==> src/hw/rtl/rsp_pkg.sv <==
`default_nettype none
package rsp_pkg;

	localparam int QUEUE_DEPTH = 4;

	localparam logic [2:0] KIND_INTEGER  = 3'd0;
	localparam logic [2:0] KIND_SIMPLE   = 3'd1;
	localparam logic [2:0] KIND_ERROR    = 3'd2;
	localparam logic [2:0] KIND_BULK     = 3'd3;
	localparam logic [2:0] KIND_STR_END  = 3'd4;
	localparam logic [2:0] KIND_NIL      = 3'd5;
	localparam logic [2:0] KIND_ARRAY    = 3'd6;
	localparam logic [2:0] KIND_PROTO_ERR = 3'd7;

	localparam logic [7:0] CR_BYTE = 8'h0D;

	typedef struct packed {
		logic [2:0]         kind;
		logic [7:0]         data;
		logic signed [63:0] number;
		logic [3:0]         level;
		logic               done;
	} token_t;

endpackage
`default_nettype wire

==> src/hw/rtl/rsp_front.sv <==
`default_nettype none
module rsp_front
	import rsp_pkg::*;
#(
	parameter int MAX_DEPTH   = 8,
	parameter int LENGTH_BITS = 32
) (
	input  wire logic       clk,
	input  wire logic       arst_n,
	input  wire logic       accept,
	input  wire logic [7:0] in_byte,
	output token_t          tok,
	output logic            tok_valid
);

	localparam int DW = $clog2(MAX_DEPTH + 1);
	localparam int IW = (MAX_DEPTH > 1) ? $clog2(MAX_DEPTH) : 1;

	localparam logic [2:0] PH_TYPE      = 3'd0;
	localparam logic [2:0] PH_NUMBER    = 3'd1;
	localparam logic [2:0] PH_TEXT      = 3'd2;
	localparam logic [2:0] PH_SKIP_TYPE = 3'd3;
	localparam logic [2:0] PH_SKIP_BULK = 3'd4;
	localparam logic [2:0] PH_BULK      = 3'd5;
	localparam logic [2:0] PH_TRAIL1    = 3'd6;
	localparam logic [2:0] PH_TRAIL2    = 3'd7;

	logic [2:0]             phase_q, phase_d;
	logic [2:0]             kind_q, kind_d;
	logic [63:0]            acc_q, acc_d;
	logic                   neg_q, neg_d;
	logic                   seen_q, seen_d;
	logic [LENGTH_BITS-1:0] bulk_q, bulk_d;
	logic [DW-1:0]          depth_q, depth_d;
	logic                   err_q, err_d;
	logic [LENGTH_BITS-1:0] cnt_q [MAX_DEPTH];

	logic                   cnt_we;
	logic [IW-1:0]          cnt_idx;
	logic [LENGTH_BITS-1:0] cnt_wd;

	logic [DW-1:0]          fin_depth;
	logic                   fin_done;
	logic [3:0]             digit;
	logic [67:0]            prod;
	logic [67:0]            lim;
	logic                   is_digit;
	logic                   too_long;

	// Pop cascade: find the highest open array that is not on its last element.
	always_comb begin
		fin_depth = '0;
		for (int i = 0; i < MAX_DEPTH; i++) begin
			if (DW'(i) < depth_q && cnt_q[i] != LENGTH_BITS'(1))
				fin_depth = DW'(i + 1);
		end
		fin_done = (fin_depth == '0);
	end

	assign digit    = 4'(in_byte - 8'h30);
	assign is_digit = (in_byte >= 8'h30) && (in_byte <= 8'h39);
	assign prod     = {1'b0, acc_q, 3'b000} + {3'b000, acc_q, 1'b0} + {64'd0, digit};
	assign lim      = neg_q ? 68'h8000_0000_0000_0000 : 68'h7FFF_FFFF_FFFF_FFFF;
	assign too_long = (acc_q >> LENGTH_BITS) != 64'd0;

	always_comb begin
		phase_d   = phase_q;
		kind_d    = kind_q;
		acc_d     = acc_q;
		neg_d     = neg_q;
		seen_d    = seen_q;
		bulk_d    = bulk_q;
		depth_d   = depth_q;
		err_d     = err_q;
		cnt_we    = 1'b0;
		cnt_idx   = IW'(fin_depth - DW'(1));
		cnt_wd    = cnt_q[IW'(fin_depth - DW'(1))] - LENGTH_BITS'(1);
		tok_valid = 1'b0;
		tok       = '{kind: KIND_PROTO_ERR, data: 8'd0, number: 64'sd0,
			level: 4'd0, done: 1'b0};

		if (err_q) begin
			tok_valid = 1'b1;
		end else begin
			unique case (phase_q)
				PH_TYPE: begin
					acc_d  = 64'd0;
					neg_d  = 1'b0;
					seen_d = 1'b0;
					unique case (in_byte)
						8'h2B: begin kind_d = KIND_SIMPLE; phase_d = PH_TEXT; end
						8'h2D: begin kind_d = KIND_ERROR; phase_d = PH_TEXT; end
						8'h3A: begin kind_d = KIND_INTEGER; phase_d = PH_NUMBER; end
						8'h24: begin kind_d = KIND_BULK; phase_d = PH_NUMBER; end
						8'h2A: begin kind_d = KIND_ARRAY; phase_d = PH_NUMBER; end
						default: begin
							err_d = 1'b1; tok_valid = 1'b1;
						end
					endcase
				end
				PH_NUMBER: begin
					if (in_byte == CR_BYTE) begin
						phase_d = PH_SKIP_TYPE;
						if (!seen_q) begin
							err_d = 1'b1; tok_valid = 1'b1;
						end else if (kind_q == KIND_INTEGER) begin
							tok_valid  = 1'b1;
							tok.kind   = KIND_INTEGER;
							tok.number = neg_q ? -$signed(acc_q) : $signed(acc_q);
							tok.level  = 4'(depth_q);
							tok.done   = fin_done;
							depth_d    = fin_depth;
							cnt_we     = !fin_done;
						end else if (kind_q == KIND_BULK) begin
							if (neg_q && acc_q != 64'd0) begin
								tok_valid = 1'b1;
								tok.kind  = KIND_NIL;
								tok.level = 4'(depth_q);
								tok.done  = fin_done;
								depth_d   = fin_depth;
								cnt_we    = !fin_done;
							end else if (too_long) begin
								err_d = 1'b1; tok_valid = 1'b1;
							end else begin
								bulk_d  = acc_q[LENGTH_BITS-1:0];
								phase_d = PH_SKIP_BULK;
							end
						end else begin
							if ((neg_q && acc_q != 64'd0) || acc_q == 64'd0) begin
								// empty array counts as a finished element
								tok_valid = 1'b1;
								tok.kind  = KIND_ARRAY;
								tok.level = 4'(depth_q);
								tok.done  = fin_done;
								depth_d   = fin_depth;
								cnt_we    = !fin_done;
							end else if (too_long || depth_q >= DW'(MAX_DEPTH)) begin
								err_d = 1'b1; tok_valid = 1'b1;
							end else begin
								tok_valid  = 1'b1;
								tok.kind   = KIND_ARRAY;
								tok.number = $signed(acc_q);
								tok.level  = 4'(depth_q);
								cnt_we     = 1'b1;
								cnt_idx    = IW'(depth_q);
								cnt_wd     = acc_q[LENGTH_BITS-1:0];
								depth_d    = depth_q + DW'(1);
							end
						end
					end else if (in_byte == 8'h2D && !seen_q && !neg_q) begin
						neg_d = 1'b1;
					end else if (is_digit && prod <= lim) begin
						acc_d  = prod[63:0];
						seen_d = 1'b1;
					end else begin
						err_d = 1'b1; tok_valid = 1'b1;
					end
				end
				PH_TEXT: begin
					tok_valid = 1'b1;
					if (in_byte == CR_BYTE) begin
						phase_d   = PH_SKIP_TYPE;
						tok.kind  = KIND_STR_END;
						tok.level = 4'(depth_q);
						tok.done  = fin_done;
						depth_d   = fin_depth;
						cnt_we    = !fin_done;
					end else begin
						tok.kind  = kind_q;
						tok.data  = in_byte;
						tok.level = 4'(depth_q);
					end
				end
				PH_SKIP_TYPE: phase_d = PH_TYPE;
				PH_SKIP_BULK: phase_d = (bulk_q != '0) ? PH_BULK : PH_TRAIL1;
				PH_BULK: begin
					tok_valid = 1'b1;
					tok.kind  = KIND_BULK;
					tok.data  = in_byte;
					tok.level = 4'(depth_q);
					if (bulk_q != '0)
						bulk_d = bulk_q - LENGTH_BITS'(1);
					if (bulk_q <= LENGTH_BITS'(1))
						phase_d = PH_TRAIL1;
				end
				PH_TRAIL1: begin
					phase_d   = PH_TRAIL2;
					tok_valid = 1'b1;
					tok.kind  = KIND_STR_END;
					tok.level = 4'(depth_q);
					tok.done  = fin_done;
					depth_d   = fin_depth;
					cnt_we    = !fin_done;
				end
				PH_TRAIL2: phase_d = PH_TYPE;
			endcase
		end
	end

	always_ff @(posedge clk or negedge arst_n) begin
		if (!arst_n) begin
			phase_q <= PH_TYPE;
			kind_q  <= KIND_INTEGER;
			acc_q   <= 64'd0;
			neg_q   <= 1'b0;
			seen_q  <= 1'b0;
			bulk_q  <= '0;
			depth_q <= '0;
			err_q   <= 1'b0;
		end else if (accept) begin
			phase_q <= phase_d;
			kind_q  <= kind_d;
			acc_q   <= acc_d;
			neg_q   <= neg_d;
			seen_q  <= seen_d;
			bulk_q  <= bulk_d;
			depth_q <= depth_d;
			err_q   <= err_d;
		end
	end

	// element counts: written only on push or count-off
	always_ff @(posedge clk) begin
		if (accept && cnt_we)
			cnt_q[cnt_idx] <= cnt_wd;
	end

endmodule
`default_nettype wire

==> src/hw/rtl/rsp_queue.sv <==
`default_nettype none
module rsp_queue
	import rsp_pkg::*;
(
	input  wire logic clk,
	input  wire logic arst_n,
	input  wire logic push,
	input  token_t    push_tok,
	output logic      has_room,
	output logic      head_valid,
	output token_t    head_tok,
	input  wire logic pop
);

	localparam int PW = $clog2(QUEUE_DEPTH);

	token_t          mem [QUEUE_DEPTH];
	logic [PW-1:0]   wr_q, rd_q;
	logic [PW:0]     fill_q;
	logic            do_pop;

	assign has_room   = fill_q != (PW+1)'(QUEUE_DEPTH);
	assign head_valid = fill_q != '0;
	assign head_tok   = mem[rd_q];
	assign do_pop     = pop && head_valid;

	always_ff @(posedge clk) begin
		if (push)
			mem[wr_q] <= push_tok;
	end

	always_ff @(posedge clk or negedge arst_n) begin
		if (!arst_n) begin
			wr_q   <= '0;
			rd_q   <= '0;
			fill_q <= '0;
		end else begin
			if (push)
				wr_q <= wr_q + PW'(1);
			if (do_pop)
				rd_q <= rd_q + PW'(1);
			fill_q <= fill_q + (PW+1)'(push) - (PW+1)'(do_pop);
		end
	end

endmodule
`default_nettype wire

==> src/hw/rtl/resp_stream_parser_core.sv <==
// RESP2 byte-stream tokenizer.
// Input channel s_*: one protocol byte per item in s_tdata[7:0].
// Output channel m_*: one token per item; m_tuser carries the token kind,
// m_tdata carries the byte, the number, the nest level and the done flag.
// A byte gives at most one token; type bytes, number digits and skipped
// line ends give none.
// Throughput: one byte per cycle while the token queue has room. The parser
// front resolves the whole byte, including the array pop cascade, in the
// cycle it is accepted.
// Token path: each token is written into a four-entry queue when its byte is
// taken, and m_tvalid is driven straight from the queue head.
// Reset: clears the parser, the nesting depth, the sticky error flag and the
// queue; the element count store holds no reset.
// Stall: when the receiver holds m_tready low the queue fills and s_tready
// drops once four tokens are waiting; the parser then holds its state.
// After a protocol error every further byte gives an error token until reset.
`default_nettype none
module resp_stream_parser_core
	import rsp_pkg::*;
#(
	parameter int MAX_DEPTH   = 8,
	parameter int LENGTH_BITS = 32
) (
	input  wire logic        clk,
	input  wire logic        arst_n,
	input  wire logic        s_tvalid,
	output logic             s_tready,
	input  wire logic [7:0]  s_tdata,   // [7:0] in_byte
	output logic             m_tvalid,
	input  wire logic        m_tready,
	output logic [79:0]      m_tdata,   // [7:0] token_byte, [71:8] number_value,
	                                    // [75:72] nest_level, [76] value_done, rest zero
	output logic [2:0]       m_tuser    // [2:0] token_kind
);

	logic   accept;
	logic   tok_valid;
	token_t tok;
	token_t head;

	assign accept = s_tvalid && s_tready;

	// front: classify each byte and update the parse state
	rsp_front #(
		.MAX_DEPTH  (MAX_DEPTH),
		.LENGTH_BITS(LENGTH_BITS)
	) u_front (
		.clk      (clk),
		.arst_n   (arst_n),
		.accept   (accept),
		.in_byte  (s_tdata),
		.tok      (tok),
		.tok_valid(tok_valid)
	);

	// back: hold tokens until the receiver takes them
	rsp_queue u_queue (
		.clk       (clk),
		.arst_n    (arst_n),
		.push      (accept && tok_valid),
		.push_tok  (tok),
		.has_room  (s_tready),
		.head_valid(m_tvalid),
		.head_tok  (head),
		.pop       (m_tready)
	);

	assign m_tuser = head.kind;
	assign m_tdata = {3'd0, head.done, head.level, head.number, head.data};

endmodule
`default_nettype wire

==> config.mk <==
export PLATFORM = sky130hd
export DESIGN_NAME = resp_stream_parser_core
export DESIGN_NICKNAME = d
export VERILOG_FILES = /design/src/hw/rtl/rsp_pkg.sv /design/src/hw/rtl/rsp_front.sv /design/src/hw/rtl/rsp_queue.sv /design/src/hw/rtl/resp_stream_parser_core.sv
export SDC_FILE = /design/constraint.sdc
export NUM_CORES = 1
export LEC_CHECK = 0
export ABC_AREA = 1
export BUFFER_PORTS_ARGS = -buffer_cell sky130_fd_sc_hd__buf_4
export CAP_MARGIN = 10
export CORE_ASPECT_RATIO = 1.75
export CORE_UTILIZATION = 66
export DETAILED_ROUTE_END_ITERATION = 8
export PLACE_DENSITY = 0.85
export SLEW_MARGIN = 30
export SYNTH_ARGS = -nofsm -noshare
export SYNTH_HDL_FRONTEND = slang
export SYNTH_SLANG_ARGS = --single-unit
==> constraint.sdc <==
create_clock -name clk -period 23 [get_ports clk]
set_input_delay 1.15 -clock clk [delete_from_list [all_inputs] [get_ports clk]]
set_output_delay 1.15 -clock clk [all_outputs]
set_load 0.02 [all_outputs]
==> After elaboration in Yosys (flattened, before gate mapping) <==
Memories as Yosys holds them, arrays and structs flattened.
Index checks and enable logic that the tools add are counted.
{ "word_totals": {"ff_bits": 116, "ramBits": 576, "input_bits": 12, "output_inout_bits": 85, "elab_cells": 249, "n_memories": 2} }
{ "op_classes": {"add_sub_neg": 12, "order_cmp": 13, "eq_ne": 39, "n_mux": 126, "bitwise": 1, "reduce_logical": 45} }
{ "memory_table": {"columns": ["memory", "depth", "word_bits", "read_ports", "rd_clocked_by_memory_dff", "wr", "line", "source"], "rows": [
  ["u_queue.mem", 4, 80, 1, 0, 1, "rsp_queue.sv:17", "token_t mem [QUEUE_DEPTH];"],
  ["u_front.cnt_q", 8, 32, 9, 0, 1, "rsp_front.sv:36", "logic [LENGTH_BITS-1:0] cnt_q [MAX_DEPTH];"]
]} }
{ "ops": {"columns": ["cell", "count"], "rows": [
  ["2-to-1 mux 64 bit", 8],
  ["2-to-1 mux 32 bit", 15],
  ["!= test 32 x 1 -> 1 bit (second input constant)", 8],
  ["2-to-1 mux 69 bit", 3],
  ["one-hot mux 64 bit (2 select lines)", 1],
  ["nonzero test 64 bit", 2],
  ["2-to-1 mux 80 bit", 1],
  ["adder 67 x 65 -> 68 bit", 1],
  ["adder 68 x 4 -> 68 bit", 1],
  ["less-or-equal comparator 68 bit", 1],
  ["2-to-1 mux 68 bit", 1],
  ["2-to-1 mux 3 bit", 22],
  ["zero test 64 bit", 1],
  ["2-to-1 mux 4 bit", 16],
  ["negator 64 bit", 1],
  ["one-hot mux 32 bit (2 select lines)", 1],
  ["subtractor 32 x 1 -> 32 bit (second input constant)", 2],
  ["== test 8 x 6 -> 1 bit (second input constant)", 5],
  ["2-to-1 mux 1 bit", 40],
  ["less-or-equal comparator 32 x 1 -> 1 bit (second input constant)", 1],
  ["nonzero test 32 bit", 1],
  ["one-hot mux 3 bit (7 select lines)", 1],
  ["logical AND 1 bit", 17],
  ["< comparator 3 x 4 -> 1 bit (first input constant)", 4],
  ["47 further kinds", 82]
]} }

==> Depth between registers and ports, before layout <==
Gate-level depths: netlist of run 1.
An unclocked memory read counts as a cell.
{ "depth": {"depth_word": 23, "mapped_depth": 37, "ltp_nobuf": 37} }

==> By module <==
From an unflattened synthesis of run 1, not the netlist that was laid out.
{ "hier_totals": {"hier_cells": 4746, "area_unflattened_um2": 40660.2} }
{ "modules_own_cells": {"columns": ["mod", "instances", "cells_per_inst", "area_per_inst_um2", "seq_area_each_um2"], "rows": [
  ["rsp_front", 1, 3671, 27665.3, 10415.0],
  ["rsp_queue", 1, 1067, 12951.2, 9784.4],
  ["resp_stream_parser_core", 1, 8, 43.8, 0.0]
]} }

==> Worst setup path before layout of run 1 <==
Ideal clock, no wire load.
{ "synth_timing": {"kind": "input-to-reg", "from": "input port s_tdata[3]", "to": "memory u_queue.mem[0][0] (netlist bit), enable pin", "setup_ps": 519, "arrival_time_ps": 8745, "t_required_ps": 22481, "slack_ps": 13736, "stages": 29, "path_buffers": 0, "cell_sequence": "fa_1 inv_1 fa_1 nand3b_1 nand2_1 a21oi_1 inv_1 a21oi_2 o21bai_1 nand3_1 a21oi_1 inv_1 o21ai_0 a21oi_1 xnor2_1 ha_1 nand4_1 inv_1 nand2_1 nor3b_1 nor4b_1 a21boi_0 o21ai_0 nand2_1 nand2_1 nand3b_1 nand3_1 nand2_1 nor2_1"} }
{ "synth_between": {"elab_chain_len": 12, "word_cells_on_any_way": 25, "cone_classes": "add/sub (2); order compare (3); eq/ne (6); mux (8); reduce/logical (6)"} }
{ "synth_rtl": {"columns": ["element", "line", "source"], "rows": [
  ["from (decl)", "resp_stream_parser_core.sv:28", "input wire logic [7:0] s_tdata,"],
  ["subtractor 4 x 1 -> 4 bit", "rsp_front.sv:60", "assign digit = 4'(in_byte - 8'h30);"],
  ["adder 68 x 4 -> 68 bit", "rsp_front.sv:62", "assign prod = {1'b0, acc_q, 3'b000} + {3'b000, acc_q, 1'b0} + {64'd0, digit};"],
  ["less-or-equal comparator 68 bit", "rsp_front.sv:152", "end else if (is_digit && prod <= lim) begin"],
  ["logical AND 1 bit", "rsp_front.sv:152", null],
  ["2-to-1 mux 1 bit", "rsp_front.sv:152", null],
  ["2-to-1 mux 1 bit", "rsp_front.sv:150", "end else if (in_byte == 8'h2D && !seen_q && !neg_q) begin"],
  ["2-to-1 mux 1 bit", "rsp_front.sv:102", "if (in_byte == CR_BYTE) begin"],
  ["one-hot mux 1 bit (3 select lines) (*)", "rsp_front.sv:85", "unique case (phase_q)"],
  ["2-to-1 mux 1 bit (*)", "rsp_front.sv:82", "if (err_q) begin"],
  ["logical AND 1 bit (*)", "resp_stream_parser_core.sv:60", ".push (accept && tok_valid),"],
  ["2-to-1 mux 1 bit (*)", "rsp_queue.sv:28", "if (push)"],
  ["2-to-1 mux 1 bit (implied by the code) (*)", "rsp_queue.sv:29", "mem[wr_q] <= push_tok;"],
  ["to (decl)", "rsp_queue.sv:17", null]
]} }
Every way passes the cells marked *; elsewhere a longest branch is shown, timed or not.

==> Final worst setup path of run 1 <==
{ "layout_timing": {"from": "input port s_tdata[3]", "to": "memory u_queue.mem[1][58] (netlist bit), enable pin"} }
Same word-level chain as after synthesis.

==> results.sh, run 1 <==
export IMPL_hold_buffers=0
export IMPL_clock_sinks=692
export IMPL_max_stage_delay_ps=840
export IMPL_cts_tree="yes"
export IMPL_critical_path_class="in -> reg"
export IMPL_cap_violations=0
export IMPL_gr_total_overflow=0
export IMPL_powerDensity_mw_per_mm2=80.23
export IMPL_final_cell_count_no_fill=5336
export IMPL_crit_start="s_tdata[3]"
export IMPL_post_synth_top_count_cell="nand2_1"
export IMPL_cp_arrival_ps=8620
export IMPL_cp_start_kind="input port"
export IMPL_max_slew_margin_pct=32.33
export IMPL_tightest_slew_ps=1007
export IMPL_syn_avg_cell_area_um2=8.907
export IMPL_netlist_area_mm2=0.03980
export IMPL_placed_cells=5222
export IMPL_worst_path_most_repeated_cell="nand2_1"
export IMPL_initial_utilization_pct=67.07
export IMPL_core_area_mm2=0.05935
export IMPL_grt_pass1_vias=33580
export IMPL_p_leak_nw=16.82
export IMPL_ys_seq_area_share_pct=50.75
export IMPL_min_path_type="in -> async"
export IMPL_worst_path_max_fanout=65
export IMPL_ir_drop_v=0.0001153
export IMPL_routed_via_density=6.415
export IMPL_min_period_ps=8329
export IMPL_die_x_um=187.6
export IMPL_cts_buffer_depth=3
export IMPL_status="complete, no violations"
export IMPL_root_buffer="clkbuf_16"
export IMPL_yosys_warnings=0
export IMPL_ys_top_cells_by_area="edfxtp_1 43%, dfrtp_1 7.3%, nand2_1 7.1%, ha_1 6.6%, nor2_1 4.9%"
export IMPL_die_h_um=326.9
export IMPL_end_kind="register"
export IMPL_fp_row_count=118
export IMPL_hold_violations=0
export IMPL_fp_dieArea_mm2=0.06133
export IMPL_wl_per_cell_um=23.88
export IMPL_fin_crit_sh_pct=36.21
export IMPL_grt_antenna_before_repair=1
export IMPL_reg2reg_from="u_front.acc_q[2]"
export IMPL_syn_inst=4469
export IMPL_cp_slowest_cell="buf_4"
export IMPL_synth_common_cells="757 x nand2_1, 576 x edfxtp_1, 520 x nor2_1"
export IMPL_clk_pin_slew_worst_paths_ps=70
export IMPL_worstRegToRegCells=30
export IMPL_ctsResizeCount=0
export IMPL_dr_pass1_iters=8
export IMPL_clock_skew_final_ps=45.85
export IMPL_timing_rr_end="u_queue.mem[1][58]"
export IMPL_drv_slew=0
export IMPL_grt_pass1_wl_um=189800
export IMPL_drc=0
export IMPL_cts_buffers=59
export IMPL_synth_top_area_share_pct=43.45
export IMPL_tns_ps=0
export IMPL_place_hpwl_um=89840
export IMPL_antenna_left=0
export IMPL_routed_wl_um=127400
export IMPL_pin_count=97
export IMPL_num_nets_final=4727
export IMPL_setup_viol=0
export IMPL_htree_num_levels=2
export IMPL_synth_edf_count=576
export IMPL_ys_seq_elements=692
export IMPL_p_total_mw=3.468
export IMPL_cp_required_ps=23290
export IMPL_via_count=34230
export IMPL_post_cts_buffers=0
export IMPL_drtIter0Drc=3946
export IMPL_area_growth_pct=8.600
export IMPL_numPortBuffers=93
export IMPL_async_flop_share_pct=16.76
export IMPL_grt_start_max_net_pins=105
export IMPL_yosys_most_used_dff="edfxtp_1"
export IMPL_rsz0062_at_grt="no"
export IMPL_routabilityCongestion=1.051
export IMPL_fmax_ghz=0.1201
export IMPL_insertion_delay_ps=680
export IMPL_synth_cell_type_count=72
export IMPL_synth_largest_area_cell="edfxtp_1"
export IMPL_reg2reg_slack_ps=14810
export IMPL_grt_usage_pct=41.53
export IMPL_drive_gt1_share_pct=7.378
==> sequential cells by signal (all words and copies together) (netlist names) <==
signal and flops:
u_front.acc_q 64, u_front.bulk_q 32, u_front.cnt_q 256, u_front.depth_q 4, u_front.err_q 1, u_front.kind_q 3, u_front.neg_q 1, u_front.phase_q 3
u_front.seen_q 1, u_queue.fill_q 3, u_queue.mem 320, u_queue.rd_q 2, u_queue.wr_q 2
==> critical path: cells and delay by family <==
family | cells | cell delay (ps)
and+or+nand+nor | 13 | 3020
AOI/OAI and AO/OA | 8 | 1600
adders and majority gates | 3 | 1320
buffers and inverters | 6 | 1290
xor gates and xnor gates | 1 | 190
==> kinds of logic (layout without fill, tap and decap cells) <==
kind of cell | Yosys count | in the layout | share of synthesized area (%)
DFF | 692 | 692 | 50.75
muxes | 2 | 2 | 0.05344
and+or+nand+nor | 1930 | 1930 | 21.54
xor gates and xnor gates | 76 | 76 | 1.672
buffers and inverters | 699 | 782 | 7.183
other | 1 | 5 | 0.009421
adders and majority gates | 212 | 212 | 6.721
AOI/OAI and AO/OA | 857 | 857 | 12.07
==> cells in the final DEF, fill, tap and decap left out, drive strengths merged, types with 9 or more instances in the layout <==
master  instances
nand4          58
inv           538
xor2           49
nand3         367
buf           134
nand2         769
o22ai          95
o211ai         21
ha            209
a21oi         228
or2            12
nor3           54
a211oi         16
nor4           48
bufinv          9
xnor2          27
o21ai         392
o21a           17
a21o            9
dfrtp         116
edfxtp        576
nand3b         75
clkbuf         81
nor2          541
a31oi          36
clkinv         15
==> routing by layer <==
metal	up-vias	GRT usage, %	part of all wire (%)
li1	15520	-	-
met1	15970	40.73	31
met2	2042	71.70	50
met3	695	7.596	7.6
met4	0	42.36	12
met5	-	0	0
==> layout make-up <==
type                    count  area [um2]
flip-flops and latches    692       20210
multi-input cells        3080       16860
fillers                  4368       16120
inverters                 536        2014
clock buffers              81        1649
repair buffers            134        1054
well taps                 780       975.9
clock inverters            31       465.4
diodes                      2       5.005
==> metrics by stage <==
stage                     utilization, %  hold slack [ps]  setup slack (ps)  cell area, um2
after floorplan                        -            483.8             13740           39810
after global placement             69.15            506.0             14390           41040
after detailed placement           69.24            517.6             14140           41100
after CTS                          72.81            291.8             14810           43210
after global routing               72.82            298.2             14260           43220
final                              72.83            311.0             14670           43230
==> worst max-delay path by stage <==
stage                                     to  slack, ps  depth (start not counted)
after floorplan            u_queue.mem[0][0]      13740                         29
after global placement    u_queue.mem[1][51]      14390                         31
after detailed placement  u_queue.mem[1][56]      14140                         31
after CTS                 u_queue.mem[1][58]      14810                         31
after global routing      u_queue.mem[1][58]      14260                         31
final                     u_queue.mem[1][58]      14670                         31
==> power breakdown <==
part           internal [mW]  switching (mW)  leakage [nW]  total [mW]
Combinational          0.260           0.569          10.3       0.828
Sequential              1.50          0.0552          5.53        1.55
Clock                  0.611           0.476          1.02        1.09
(Power assumes the default switching activity.)
==> run 2: changes to the inputs <==
--- a/config.mk
+++ b/config.mk
@@ -5,13 +5,13 @@
 export SDC_FILE = /design/constraint.sdc
 export NUM_CORES = 1
 export LEC_CHECK = 0
-export ABC_AREA = 1
+export ABC_AREA = 0
 export BUFFER_PORTS_ARGS = -buffer_cell sky130_fd_sc_hd__buf_4
 export CAP_MARGIN = 10
 export CORE_ASPECT_RATIO = 1.75
-export CORE_UTILIZATION = 66
+export CORE_UTILIZATION = 57
 export DETAILED_ROUTE_END_ITERATION = 8
-export PLACE_DENSITY = 0.85
+export PLACE_DENSITY = 0.79
 export SLEW_MARGIN = 30
 export SYNTH_ARGS = -nofsm -noshare
 export SYNTH_HDL_FRONTEND = slang
==> constraint.sdc (replaced) <==
create_clock -name clk -period 6.7 [get_ports clk]
set_input_delay 0.335 -clock clk [delete_from_list [all_inputs] [get_ports clk]]
set_output_delay 0.335 -clock clk [all_outputs]
set_load 0.02 [all_outputs]
==> results.sh, run 2 <==
export IMPL_violations="setup timing"
export IMPL_final_common_cell="edfxtp_1"
export IMPL_synth_common_cells="576 x edfxtp_1, 266 x a21oi_1, 228 x nor2_1"
export IMPL_async_flop_share_pct=16.76
export IMPL_die_h_um=344.1
export IMPL_pin_count=97
export IMPL_fp_dieArea_mm2=0.06794
export IMPL_status="complete, but fails checks"
export IMPL_dr_pass1_iters=7
export IMPL_largest_register_ffs=320
export IMPL_grt_pass1_vias=30490
export IMPL_timing_rr_end="u_queue.fill_q[2]"
export IMPL_drive_gt1_share_pct=27.53
export IMPL_max_stage_delay_ps=460
export IMPL_grt_usage_pct=35.28
export IMPL_antenna_left=0
export IMPL_drtIter0Drc=3046
export IMPL_placed_cells=4306
export IMPL_cp_slowest_cell="dfrtp_2"
export IMPL_synth_edf_count=576
export IMPL_wl_per_cell_um=27.73
export IMPL_grt_start_max_net_pins=66
export IMPL_ys_seq_elements=692
export IMPL_setup_slack_ps=-136.3
export IMPL_drv_slew=0
export IMPL_syn_inst=3089
export IMPL_synth_cell_type_count=89
export IMPL_hold_end="u_queue.mem[0][75]"
export IMPL_worst_path_most_repeated_cell="ha_4"
export IMPL_cp_required_ps=7250
export IMPL_pre_cts_slack_ps=-944.3
export IMPL_synth_largest_area_cell="edfxtp_1"
export IMPL_netlist_area_mm2=0.03811
export IMPL_routabilityCongestion=1.015
export IMPL_routed_via_density=6.687
export IMPL_hold_violations=0
export IMPL_min_path_cells=2
export IMPL_via_count=29980
export IMPL_setup_viol=56
export IMPL_initial_utilization_pct=57.48
export IMPL_critical_path_class="reg -> reg"
export IMPL_rsz0062_at_grt="yes"
export IMPL_grt_pass1_wl_um=178100
export IMPL_reg2reg_slack_ps=-140
export IMPL_cts_buffers=60
export IMPL_reg_top3="u_queue.mem: 320 flops, u_front.cnt_q: 256 flops, u_front.acc_q: 64 flops"
export IMPL_die_x_um=197.5
export IMPL_holdWs_ps=75.96
export IMPL_ys_top_cells_by_area="edfxtp_1 45%, dfrtp_1 7.6%, mux4_2 7.6%, ha_1 6.9%, a21oi_1 3.5%"
export IMPL_ys_seq_area_share_pct=53.00
export IMPL_cts_tree="yes"
export IMPL_p_leak_nw=18.04
export IMPL_clock_skew_final_ps=47.68
export IMPL_cts_buffer_depth=3
export IMPL_fmax_ghz=0.1463
export IMPL_gr_total_overflow=0
export IMPL_max_slew_margin_pct=22.22
export IMPL_min_path_type="in -> reg"
export IMPL_synth_top_area_share_pct=45.38
export IMPL_final_cell_count_no_fill=4483
export IMPL_fp_row_count=125
export IMPL_root_buffer="clkbuf_16"
export IMPL_cap_violations=0
export IMPL_cp_start_kind="register"
export IMPL_yosys_most_used_dff="edfxtp_1"
export IMPL_syn_avg_cell_area_um2=12.34
export IMPL_tightest_slew_ps=1156
export IMPL_yosys_warnings=0
export IMPL_ir_drop_v=0.0004664
export IMPL_insertion_delay_ps=690
export IMPL_min_period_ps=6836
export IMPL_clock_sinks=692
export IMPL_core_area_mm2=0.06631
export IMPL_cp_arrival_ps=7390
export IMPL_worst_path_max_fanout=3
export IMPL_drc=0
export IMPL_clk_pin_slew_worst_paths_ps=80
export IMPL_area_growth_pct=20.49
export IMPL_num_nets_final=3765
export IMPL_tns_ps=-1378
export IMPL_regMostFlops="u_queue.mem"
export IMPL_end_kind="register"
export IMPL_routed_wl_um=124300
export IMPL_htree_num_levels=2
export IMPL_place_hpwl_um=84850
export IMPL_grt_antenna_before_repair=0
export IMPL_powerDensity_mw_per_mm2=371.1
export IMPL_fin_crit_sh_pct=102.0
export IMPL_reg2reg_from="u_front.acc_q[9]"
export IMPL_post_synth_top_count_cell="edfxtp_1"
export IMPL_hold_path_startpoint="s_tdata[6]"
export IMPL_numPortBuffers=93
export IMPL_final_cell_mix="576 x edfxtp_1, 479 x buf_4, 254 x a21oi_1"
export IMPL_worstRegToRegCells=33
==> run 2: changes by cell type in the layout (fill, tap and decap cells not counted), sizes merged, moves of 72 or more <==
| cell | change |
|---|---|
| mux2i | +74 |
| nand3 | -290 |
| o21ai | -261 |
| a21o | +72 |
| inv | -462 |
| nor2 | -312 |
| nand2 | -622 |
| mux4 | +132 |
| mux2 | +81 |
| o22ai | -79 |
| and2 | +75 |
| buf | +381 |
==> run 2: how the worst max path moves through the flow <==
stage                           startpoint                 to  slack [ps]  depth (start not counted)
final                     u_front.acc_q[9]  u_queue.fill_q[2]        -140                         33
after global routing      u_front.acc_q[0]  u_queue.fill_q[2]        -420                         37
after CTS                 u_front.acc_q[0]  u_queue.fill_q[2]        -120                         33
after detailed placement        s_tdata[3]  u_queue.fill_q[2]        -940                         35
after global placement          s_tdata[2]  u_queue.fill_q[2]        -750                         36
after floorplan           u_front.acc_q[0]  u_queue.fill_q[2]        -300                         31
==> run 2: power by group <==
| part | switching [mW] | internal [mW] |
|---|---|---|
| combinational | 4.20 | 3.04 |
| sequential | 0.377 | 5.73 |
| clock | 1.72 | 1.97 |
==> run 2: worst max-delay path, delay by kind of cell, from the launching register on <==
family / cells / cell delay [ps]
AO/OA/AOI/OAI: 13 / 2340
AND/OR/NAND/NOR: 7 / 1480
flip-flops: 1 / 460
adder cells (fa/ha/maj): 6 / 1520
XOR/XNOR: 3 / 480
buffers and inverters: 4 / 460
==> run 2: cell families (layout without fill, tap and decap cells) <==
kind of cell,after synthesis,count (layout),synth area share (%)
multiplexers,289,289,12.26
AND/OR/NAND/NOR,937,937,12.79
other,1,4,0.009839
adder cells (fa/ha/maj),212,212,7.019
XOR/XNOR,90,90,2.068
flip-flops,692,692,53.00
AO/OA/AOI/OAI,662,662,10.66
buffers and inverters,206,708,2.193
==> run 2: area by class of cell <==
type                            instances  area (um2)
Antenna cell                            1       2.502
Timing Repair Buffer                  527        4478
Inverter                               67       251.5
Clock buffer                           64        1538
Clock inverter                         50       535.5
Fill cell                            4525       20390
Tap cell                              889        1112
Sequential cell                       692       20210
Multi-Input combinational cell       2193       17800
==> run 2: through the flow <==
step | cell area, um2 | utilization (%) | power (mW)
finish | 45920 | 69.25 | 17.04
floorplan | 38220 | - | 10.70
CTS | 45000 | 67.86 | 16.77
global route | 45920 | 69.25 | 17.69
detailed placement | 42490 | 64.08 | 13.05
global placement | 42480 | 64.06 | 12.76
==> run 2: what timing repair did <==
| item | CTS | global route |
|---|---|---|
| setup endpoints to repair | 390 | 388 |
| gates cloned | 0 | 10 |
| hold buffers | 3 | 0 |
| pin swaps | 34 | 9 |
| hold endpoints to repair | 65 | 0 |
| setup buffers | 25 | 25 |
| gates resized for setup | 42 | 99 |
==> run 2: layer usage <==
layer	track usage [%]	routed length, um
met2	63.11	63600
met1	34.48	37600
met5	0	0
met4	32.43	14200
met3	5.916	8942
